### src/rtl/rde_pkg.sv
// ----------------------------------------------------------------------------
// rde_pkg - shared definitions for the radix digit emitter
// Conversion kind codes, field widths and the digit character lookup.
// ----------------------------------------------------------------------------
package rde_pkg;

	localparam int DEFAULT_VALUE_BITS = 64;

	localparam int VALUE_W = 64;
	localparam int KIND_W  = 3;
	localparam int CHAR_W  = 7;

	typedef enum logic [KIND_W-1:0] {
		KIND_OCT    = 3'd0,
		KIND_HEX_LO = 3'd1,
		KIND_PTR    = 3'd2,
		KIND_HEX_UP = 3'd3,
		KIND_DEC    = 3'd4,
		KIND_BIN    = 3'd5
	} kind_t;

	localparam logic [CHAR_W-1:0] CHAR_ZERO  = 7'h30;
	localparam logic [CHAR_W-1:0] CHAR_X     = 7'h78;
	localparam logic [CHAR_W-1:0] CHAR_A_LO  = 7'h61;
	localparam logic [CHAR_W-1:0] CHAR_A_UP  = 7'h41;
	localparam logic [CHAR_W-1:0] CHAR_NONE  = 7'h00;

	// ascii for one digit 0..15, letters in either case
	function automatic logic [CHAR_W-1:0] digit_char(input logic [3:0] d, input logic upper);
		logic [CHAR_W-1:0] c;
		if (d < 4'd10) begin
			c = CHAR_ZERO + CHAR_W'(d);
		end else if (upper) begin
			c = CHAR_A_UP + CHAR_W'(d - 4'd10);
		end else begin
			c = CHAR_A_LO + CHAR_W'(d - 4'd10);
		end
		return c;
	endfunction

endpackage

### src/rtl/radix_digit_emitter.sv
// ----------------------------------------------------------------------------
// radix_digit_emitter - integer to ascii text in several radices
// Digit-serial conversion of a 64-bit integer to octal, hex, pointer,
// decimal or binary text, one character per output item.
// ----------------------------------------------------------------------------
// Usage:
//   s_axis carries one number per item: s_axis_tdata is the value, s_axis_tuser
//   the conversion kind and the length modifier flag. m_axis returns the text,
//   one character per item, most significant digit first, tlast on the final
//   character. An unsupported kind returns one item with tuser (no text) set.
//   One item is converted at a time; s_axis_tready is high only when the
//   previous conversion has handed its last character to the output register.
//   Octal, hex and binary walk a shift register one digit per cycle from the
//   top; leading zeros are skipped, and a character waits while the output
//   register holds one not yet taken. The pointer kind first emits its 0x
//   prefix. Decimal first runs a shift-and-add-3 pass, one input bit per
//   cycle, then walks the bcd digits (20 for 64 bits). Each character passes
//   through the output register. A stalled receiver freezes the character
//   walk; leading-zero skipping goes on.
//   Reset empties the output register and returns the block to idle.
// ----------------------------------------------------------------------------
module radix_digit_emitter
	import rde_pkg::*;
#(
	parameter int VALUE_BITS = DEFAULT_VALUE_BITS
) (
	input  logic        clk,
	input  logic        arst_n,
	input  logic        s_axis_tvalid,
	output logic        s_axis_tready,
	input  logic [63:0] s_axis_tdata,   // value[63:0]
	input  logic [3:0]  s_axis_tuser,   // conversion_kind[2:0], has_length_modifier[3]
	output logic        m_axis_tvalid,
	input  logic        m_axis_tready,
	output logic [7:0]  m_axis_tdata,   // character[6:0], zero[7]
	output logic        m_axis_tuser,   // no_text[0]
	output logic        m_axis_tlast
);

	localparam int OCT_D  = (VALUE_BITS + 2) / 3;
	localparam int HEX_D  = (VALUE_BITS + 3) / 4;
	localparam int DEC_D  = (VALUE_BITS * 30103) / 100000 + 1;
	localparam int XW     = (3 * OCT_D > 4 * HEX_D) ? 3 * OCT_D : 4 * HEX_D;
	localparam int BW     = 4 * DEC_D;
	localparam int RW     = $clog2(VALUE_BITS + 1);
	localparam int OCT_SH = XW - 3 * OCT_D;
	localparam int HEX_SH = XW - 4 * HEX_D;
	localparam int BIN_SH = XW - VALUE_BITS;

	typedef enum logic [5:0] {
		ST_IDLE   = 6'b000001,
		ST_DABBLE = 6'b000010,
		ST_PFX0   = 6'b000100,
		ST_PFXX   = 6'b001000,
		ST_DIGITS = 6'b010000,
		ST_NONE   = 6'b100000
	} state_t;

	typedef enum logic [1:0] {
		RAD_BIN = 2'd0,
		RAD_OCT = 2'd1,
		RAD_HEX = 2'd2,
		RAD_DEC = 2'd3
	} rad_t;

	state_t            state_q;
	rad_t              rad_q;
	logic              upper_q;
	logic              started_q;
	logic [RW-1:0]     rem_q;
	logic [XW-1:0]     ext_q;
	logic [BW-1:0]     bcd_q;

	logic              o_valid_q;
	logic [CHAR_W-1:0] o_char_q;
	logic              o_last_q;
	logic              o_none_q;

	logic              in_acc;
	logic              out_free;
	kind_t             in_kind;
	logic              in_mod;
	logic [63:0]       num;
	logic [VALUE_BITS-1:0] num_m;
	logic [XW-1:0]     ext_bin;
	logic [3:0]        digit;
	logic [XW-1:0]     ext_shift;
	logic [BW-1:0]     bcd_adj;
	logic              skip;
	logic              emit;

	assign in_kind  = kind_t'(s_axis_tuser[2:0]);
	assign in_mod   = s_axis_tuser[3];
	assign in_acc   = s_axis_tvalid && s_axis_tready;
	assign out_free = !o_valid_q || m_axis_tready;
	assign s_axis_tready = (state_q == ST_IDLE);

	// 32-bit rules without a length modifier
	always_comb begin
		num = s_axis_tdata;
		if (!in_mod && num[63]) begin
			num = {32'd0, s_axis_tdata[31:0]};
		end
		if (!in_mod && num == 64'h0000_0001_0000_0000) begin
			num = 64'd0;
		end
		num_m   = num[VALUE_BITS-1:0];
		ext_bin = XW'(num_m);
	end

	// top digit and one-digit shift of the walk
	always_comb begin
		unique case (rad_q)
			RAD_BIN: begin
				digit     = {3'd0, ext_q[XW-1]};
				ext_shift = ext_q << 1;
			end
			RAD_OCT: begin
				digit     = {1'b0, ext_q[XW-1 -: 3]};
				ext_shift = ext_q << 3;
			end
			RAD_HEX: begin
				digit     = ext_q[XW-1 -: 4];
				ext_shift = ext_q << 4;
			end
			RAD_DEC: begin
				digit     = bcd_q[BW-1 -: 4];
				ext_shift = ext_q;
			end
			default: begin
				digit     = 4'd0;
				ext_shift = ext_q;
			end
		endcase
		skip = !started_q && digit == 4'd0 && rem_q != RW'(1);
	end

	// an item goes into the output register this cycle
	always_comb begin
		unique case (state_q)
			ST_PFX0, ST_PFXX, ST_NONE: begin
				emit = out_free;
			end
			ST_DIGITS: begin
				emit = out_free && !skip;
			end
			default: begin
				emit = 1'b0;
			end
		endcase
	end

	// add 3 to every bcd digit of five or more before the shift
	always_comb begin
		for (int i = 0; i < DEC_D; i++) begin
			bcd_adj[i*4 +: 4] = (bcd_q[i*4 +: 4] >= 4'd5) ? bcd_q[i*4 +: 4] + 4'd3
			                                             : bcd_q[i*4 +: 4];
		end
	end

	always_ff @(posedge clk or negedge arst_n) begin
		if (!arst_n) begin
			state_q   <= ST_IDLE;
			o_valid_q <= 1'b0;
			started_q <= 1'b0;
		end else begin
			if (emit) begin
				o_valid_q <= 1'b1;
			end else if (m_axis_tready) begin
				o_valid_q <= 1'b0;
			end
			unique case (state_q)
				ST_IDLE: begin
					if (in_acc) begin
						started_q <= 1'b0;
						unique case (in_kind)
							KIND_OCT: begin
								state_q <= ST_DIGITS;
								rad_q   <= RAD_OCT;
								rem_q   <= RW'(OCT_D);
								ext_q   <= ext_bin << OCT_SH;
							end
							KIND_HEX_LO, KIND_HEX_UP: begin
								state_q <= ST_DIGITS;
								rad_q   <= RAD_HEX;
								upper_q <= (in_kind == KIND_HEX_UP);
								rem_q   <= RW'(HEX_D);
								ext_q   <= ext_bin << HEX_SH;
							end
							KIND_PTR: begin
								state_q <= ST_PFX0;
								rad_q   <= RAD_HEX;
								upper_q <= 1'b0;
								rem_q   <= RW'(HEX_D);
								ext_q   <= ext_bin << HEX_SH;
							end
							KIND_DEC: begin
								state_q <= ST_DABBLE;
								rad_q   <= RAD_DEC;
								rem_q   <= RW'(VALUE_BITS);
								ext_q   <= ext_bin << BIN_SH;
								bcd_q   <= '0;
							end
							KIND_BIN: begin
								state_q <= ST_DIGITS;
								rad_q   <= RAD_BIN;
								rem_q   <= RW'(VALUE_BITS);
								ext_q   <= ext_bin << BIN_SH;
							end
							default: begin
								state_q <= ST_NONE;
							end
						endcase
					end
				end
				ST_DABBLE: begin
					bcd_q <= {bcd_adj[BW-2:0], ext_q[XW-1]};
					ext_q <= ext_q << 1;
					if (rem_q == RW'(1)) begin
						state_q <= ST_DIGITS;
						rem_q   <= RW'(DEC_D);
					end else begin
						rem_q <= rem_q - RW'(1);
					end
				end
				ST_PFX0: begin
					if (out_free) begin
						o_char_q  <= CHAR_ZERO;
						o_last_q  <= 1'b0;
						o_none_q  <= 1'b0;
						state_q   <= ST_PFXX;
					end
				end
				ST_PFXX: begin
					if (out_free) begin
						o_char_q  <= CHAR_X;
						o_last_q  <= 1'b0;
						o_none_q  <= 1'b0;
						state_q   <= ST_DIGITS;
					end
				end
				ST_DIGITS: begin
					if (skip || out_free) begin
						ext_q <= ext_shift;
						bcd_q <= bcd_q << 4;
						rem_q <= rem_q - RW'(1);
						if (!skip) begin
							started_q <= 1'b1;
							o_char_q  <= digit_char(digit, upper_q);
							o_last_q  <= (rem_q == RW'(1));
							o_none_q  <= 1'b0;
						end
						if (rem_q == RW'(1)) begin
							state_q <= ST_IDLE;
						end
					end
				end
				ST_NONE: begin
					if (out_free) begin
						o_char_q  <= CHAR_NONE;
						o_last_q  <= 1'b1;
						o_none_q  <= 1'b1;
						state_q   <= ST_IDLE;
					end
				end
				default: begin
					state_q <= ST_IDLE;
				end
			endcase
		end
	end

	assign m_axis_tvalid = o_valid_q;
	assign m_axis_tdata  = {1'b0, o_char_q};
	assign m_axis_tuser  = o_none_q;
	assign m_axis_tlast  = o_last_q;

	// no-text item carries a zero character and closes its conversion
	a_none_item: assert property (@(posedge clk) disable iff (!arst_n)
		m_axis_tvalid && m_axis_tuser |-> m_axis_tdata == 8'd0 && m_axis_tlast)
		else $error("no-text item with character or without last");

	a_unsupported: assert property (@(posedge clk) disable iff (!arst_n)
		in_acc && s_axis_tuser[2:0] > 3'd5 |=> state_q == ST_NONE)
		else $error("unsupported kind did not lead to the no-text item");

	a_walk_count: assert property (@(posedge clk) disable iff (!arst_n)
		state_q == ST_DIGITS |-> rem_q != '0)
		else $error("digit walk with no digits left");

	a_dabble_done: assert property (@(posedge clk) disable iff (!arst_n)
		state_q == ST_DABBLE && rem_q == RW'(1) |=>
			state_q == ST_DIGITS && rem_q == RW'(DEC_D))
		else $error("bcd pass did not hand over to the digit walk");

endmodule
### config.mk
export PLATFORM = sky130hd
export DESIGN_NAME = radix_digit_emitter
export DESIGN_NICKNAME = d
export VERILOG_FILES = /design/src/rtl/rde_pkg.sv /design/src/rtl/radix_digit_emitter.sv
export SDC_FILE = /design/constraint.sdc
export NUM_CORES = 1
export LEC_CHECK = 0
export BUFFER_PORTS_ARGS = -buffer_cell sky130_fd_sc_hd__buf_4
export CAP_MARGIN = 15
export CORE_MARGIN = 5
export CORE_UTILIZATION = 30
export CTS_BUF_LIST = sky130_fd_sc_hd__clkbuf_16
export DETAILED_ROUTE_END_ITERATION = 16
export GPL_TIMING_DRIVEN = 0
export SLEW_MARGIN = 10
export SYNTH_ARGS = -nofsm -noshare
export SYNTH_HDL_FRONTEND = slang
export SYNTH_SLANG_ARGS = --single-unit
### constraint.sdc
create_clock -name clk -period 17.7 [get_ports clk]
set_clock_uncertainty 0.05 [all_clocks]
set_input_delay 1.77 -clock clk [delete_from_list [all_inputs] [get_ports clk]]
set_output_delay 1.77 -clock clk [all_outputs]
set_load 0.02 [all_outputs]
# After elaboration in Yosys (flattened, before gate mapping)
# Index checks and enable logic that the tools add are counted.
word_totals:
  register_bits: 173
  latch_bits: 0
  ramBits: 0
  mem_bits_ro: 0
  inputBits: 72
  output_inout_bits: 12
  elab_cells: 196
  memories: 0
op_classes:
  add_sub_neg: 25
  multipliers: 0
  div: 0
  order_cmp: 21
  eq_ne: 30
  n_shift: 0
  muxes: 71
  n_bitwise: 0
  reduce_logical: 38
op_table:
  columns: ["op", "count"]
  rows:
  - ["one-hot mux 66 bit (3 select lines)", 2]
  - ["2-to-1 mux 80 bit", 3]
  - ["one-hot mux 80 bit (3 select lines)", 1]
  - ["2-to-1 mux 66 bit", 2]
  - ["one-hot mux 66 bit (2 select lines)", 1]
  - ["2-to-1 mux 64 bit", 2]
  - [">= comparator 4 x 3 -> 1 bit (second input constant)", 20]
  - ["adder 4 x 2 -> 4 bit (second input constant)", 19]
  - ["2-to-1 mux 4 bit", 19]
  - ["2-to-1 mux 7 bit", 10]
  - ["== test 64 x 33 -> 1 bit (second input constant)", 1]
  - ["2-to-1 mux 6 bit", 7]
  - ["one-hot mux 7 bit (3 select lines)", 2]
  - ["one-hot mux 6 bit (6 select lines)", 1]
  - ["one-hot mux 7 bit (4 select lines)", 1]
  - ["one-hot mux 6 bit (3 select lines)", 1]
  - ["!= test 2 bit (second input constant)", 8]
  - ["one-hot mux 4 bit (4 select lines)", 1]
  - ["AND reduction 7 bit", 2]
  - ["AND reduction 4 bit", 3]
  - ["AND reduction 6 bit", 2]
  - ["2-to-1 mux 1 bit", 11]
  - ["AND reduction 5 bit", 2]
  - ["one-hot mux 2 bit (4 select lines)", 1]
  - ["other kinds (39)", 63]

# Longest topological paths before layout
logic_depth:
  ltp_word: 9
  ltp_mapped: 11
  depth_no_buf: 11

# Worst setup path before layout
# No wires, ideal clock.
synth_path:
  path_kind: "in2reg"
  start: "input m_axis_tready"
  end: "register ext_q[0], enable pin"
  setup_time_ps: 589
  arrival_time_ps: 7133
  required_ps: 17061
  slack_ps: 9928
  path_stages: 4
  path_buffers: 1
  path_cell_list: "nand2b_1 > buf_1 > o21ai_0 > a211oi_1"
synth_between:
  elab_chain_len: 4
synth_rtl:
  columns: ["item", "line", "text"]
  rows:
  - ["from (decl)", "radix_digit_emitter.sv:34", "input logic m_axis_tready,"]
  - ["logical OR 1 bit", "radix_digit_emitter.sv:95", "assign out_free = !o_valid_q || m_axis_tready;"]
  - ["logical OR 1 bit", "radix_digit_emitter.sv:243", "if (skip || out_free) begin"]
  - ["!= test 2 bit (no source line)", null, null]
  - ["AND reduction 6 bit (no source line)", null, null]
  - ["to (signal assigned)", "radix_digit_emitter.sv:181", "ext_q <= ext_bin << OCT_SH;"]
  - ["to (signal assigned)", "radix_digit_emitter.sv:218", "ext_q <= ext_q << 1;"]
  - ["to (signal assigned)", "radix_digit_emitter.sv:244", "ext_q <= ext_shift;"]
  - ["to (decl)", "radix_digit_emitter.sv:71", "logic [XW-1:0] ext_q;"]
# Every way passes these cells.
# A chain may end at the register's enable or synchronous reset.

# Worst setup path after layout
layout_path:
  start: "register rad_q[0]"
  end: "register ext_q[28], enable pin"
layout_between:
  elab_chain_len: 8
  word_cells_on_any_way: 12
  cone_classes: "5 x eq/ne; 1 x mux; 6 x reduce/logical"
layout_rtl:
  columns: ["item", "line", "text"]
  rows:
  - ["from (decl)", "radix_digit_emitter.sv:67", "rad_t rad_q;"]
  - ["from (signal assigned)", "radix_digit_emitter.sv:179", "rad_q <= RAD_OCT;"]
  - ["from (signal assigned)", "radix_digit_emitter.sv:185", "rad_q <= RAD_HEX;"]
  - ["from (signal assigned)", "radix_digit_emitter.sv:192", "rad_q <= RAD_HEX;"]
  - ["== test 2 bit (tied with other cells)", "radix_digit_emitter.sv:113", "unique case (rad_q)"]
  - ["one-hot mux 4 bit (4 select lines)", "radix_digit_emitter.sv:113", null]
  - ["zero test 4 bit", "radix_digit_emitter.sv:135", "skip = !started_q && digit == 4'd0 && rem_q != RW'(1);"]
  - ["logical AND 1 bit (2 in series)", "radix_digit_emitter.sv:135", null]
  - ["logical OR 1 bit", "radix_digit_emitter.sv:243", null]
  - ["!= test 2 bit (no source line)", null, null]
  - ["AND reduction 6 bit (no source line) (*)", null, null]
  - ["to (signal assigned)", "radix_digit_emitter.sv:181", null]
  - ["to (signal assigned)", "radix_digit_emitter.sv:188", "ext_q <= ext_bin << HEX_SH;"]
  - ["to (signal assigned)", "radix_digit_emitter.sv:244", null]
# Every way passes the cells marked *; elsewhere a longest branch is shown, timed or not.

==> metrics.yaml <==
run_status:
  run_status: "finished clean"
detailed_routing:
  drc: 0
  dr.pass1.iters: 6
  avgRoutedWirePerCell_um: 18.0
  via_per_inst: 5.50
  drtAntennaViolNets: 0
  dr_total_vias: 9007
  drt_iter0_drc: 820
  finalWirelength_mm: 29.5
global_routing:
  grt_overflow: 0
  met2_usage: 0.239
  grt_max_degree: 31
  grt_use_met1: 0.201
  antenna_found_initial: 0
  top_usage_layer: "met2"
  grt_pass1_vias: 8768
  grt_first_pass_wirelength_mm: 46.4
  track_usage: 0.146
  gr-usage-met3: 0.0261
min_path:
  hp-start: "started_q"
  min_to: "started_q"
  hp-class: "reg -> reg"
  min_path_cells: 2
timing:
  hold_viol_final: 0
  period_minus_slack_ns: 3.85
  fin_crit_sh: 0.217
  fin_setup_tns_ns: 0
  rsz0062_at_grt: "no"
  worst_pin_slew_ns: 0.848
  maxSlewViolCount: 0
  relSlewSlack: 0.434
  fmax_mhz: 260
  setup_viol: 0
synth:
  synth_top_area_cell: "edfxtp_1"
  yosysSeqAreaShare: 0.483
  syn_inst: 1055
  synth.distinct_cells: 57
  synth_ff_type: "edfxtp_1"
  ys_top_cells_by_area: "edfxtp_1 46%, a22oi_1 6.5%, ha_1 5.9%"
  synth.avg_cell_area_um2: 10.1
  synth-edff-count: 165
  synth_nets: 1177
  synth_top_area_frac: 0.464
  synth-async-reset-ratio: 0.0462
  syn-cell-area_um2: 10700
  ys_ff_latch: 173
  ys_warn_count: 0
setup_path:
  worstSetupStartpointType: "register"
  required_ns: 17.78
  r2r_slack_ns: 13.85
  reg2regPathDepth: 11
  r2r_end: "ext_q[28]"
  cp.buffers_inverters: 3
  cp_top_family: "compound AO/OA/AOI/OAI gates"
  crit_path_cell_trace: "inv_1, ha_1, a222oi_1, or2_2, ha_1, nand2b_1, o41ai_4, o21ai_0, a211oi_4, buf_8, buf_8"
  r2r-start: "rad_q[0]"
  critical_path_class: "reg -> reg"
  cp_slowest_cell: "a211oi_4"
  arrival_ns: 3.93
  path_depth: 11
  endpoint_kind: "register"
  cp_max_fo: 16
  slowest_delay_ns: 0.71
cells_and_area:
  num-fill-cells: 3577
  syn_to_final_growth_pct: 17.8
  final_common_cell: "edfxtp_1"
  final_util: 0.355
  seqCellArea_um2: 5160
  antennaDiodeCount: 0
  fin_nets: 1285
  drive_gt1_frac: 0.136
  multiInputGateArea_um2: 5040
  layout_common_cells: "165 x edfxtp_1, 128 x nand2_1, 92 x a22oi_1"
die:
  die_x_um: 199
  die_h_um: 199
  die-area_um2: 39500
  initial_core_util: 0.302
  coreArea_um2: 35400
  rows: 69
  io_pins: 84
clocking:
  clkSinkCount: 173
  cts_setup_buffers: 0
  path_clk_slew_ns: 0.08
  cts_tree: "built"
  cts_buffer_depth: 2
  numCtsBuffers: 17
  cts_root_buffer: "clkbuf_16"
  ctsResizeCount: 0
  htreeDepth: 4
  hold_buffers: 0
  clock_latency_ns: 0.43
placement:
  gp_congestion: 0.829
  hpwl_mm: 21.4
  io_buffers: 82
flow_run:
  cap_violations: 0
power_and_ir_drop:
  leakage_nw: 4.52
  irDropWorstVdd_mv: 0.0683
  p_per_area_nw_per_um2: 106
-- sequential cells by signal, indices dropped and copies added (netlist names) --
| register | flops |
|---|---|
| bcd_q | 80 |
| ext_q | 66 |
| m_axis_tlast | 1 |
| m_axis_tuser | 1 |
| m_axis_tvalid | 1 |
| o_char_q | 7 |
| rad_q | 2 |
| rem_q | 7 |
| started_q | 1 |
| state_q | 6 |
| upper_q | 1 |
-- tightest hold or removal path: cells and delay by family (launching register included) --
kind | cells | cell delay (ns)
DFF | 1 | 0.35
AOI/OAI and AO/OA | 1 | 0.06
and+or+nand+nor | 1 | 0.04
-- how the worst max path moves through the flow --
stage | from | to | slack (ns)
after floorplan | m_axis_tready | ext_q[0] | 9.93
after global placement | m_axis_tready | ext_q[14] | 7.51
after detailed placement | m_axis_tready | ext_q[14] | 13.64
after CTS | rad_q[0] | ext_q[28] | 13.83
after global routing | rad_q[0] | ext_q[28] | 13.51
final | rad_q[0] | ext_q[28] | 13.85
-- cells in the mapped netlist, types with 8 or more instances --
library cell,number
clkbuf_1,29
a21oi_1,80
nor3b_1,31
buf_6,8
xnor2_1,27
xor2_1,8
nand2b_1,24
a22oi_1,92
o31ai_1,12
ha_1,50
buf_2,17
a222oi_1,35
inv_1,52
o22ai_1,27
nand3_1,31
nor4_1,14
nor2_1,52
o21ai_0,78
nand2_1,128
nor2b_1,10
edfxtp_1,165
-- metal layers --
layer / vias up / share of wire
met5: - / 0
met3: 34 / 0.060
met2: 314 / 0.47
li1: 4274 / -
met1: 4385 / 0.46
met4: 0 / 0.016
-- cell type report --
cell class	count	area share
sequential	173	0.410
timing repair buffer	89	0.0585
buffer	58	0.0241
clock inverter	15	0.0113
tap	461	0.0459
clock buffer	17	0.0338
multi-input combinational	772	0.401
inverter	52	0.0155
-- kinds of logic after synthesis --
logic type	share of synthesized area
AOI/OAI and AO/OA	0.220
DFF	0.483
other	0.000351
adders and majority gates	0.0595
muxes	0.00387
xor gates and xnor gates	0.0287
and+or+nand+nor	0.158
buffers and inverters	0.0466
-- report_power, final --
| group | switching (mW) | leakage, nW | internal (mW) |
|---|---|---|---|
| Sequential | 0.0488 | 1.64 | 0.538 |
| Combinational | 0.228 | 2.60 | 0.143 |
| Clock | 0.185 | 0.278 | 0.188 |
-- stage by stage --
step	area, µm²	setup WS, ns	std cells	hold slack, ns	total power [mW]
4_1_cts	12600	13.83	1637	0.440	1.33
3_5_place_dp	12000	13.64	1605	0.422	0.963
6_report	12600	13.85	1637	0.436	1.33
3_3_place_gp	11900	7.51	1598	0.411	0.953
5_1_grt	12600	13.51	1637	0.471	1.40
2_1_floorplan	10700	9.93	1055	0.391	0.835
Note: power is estimated with default switching activity, not from simulation.
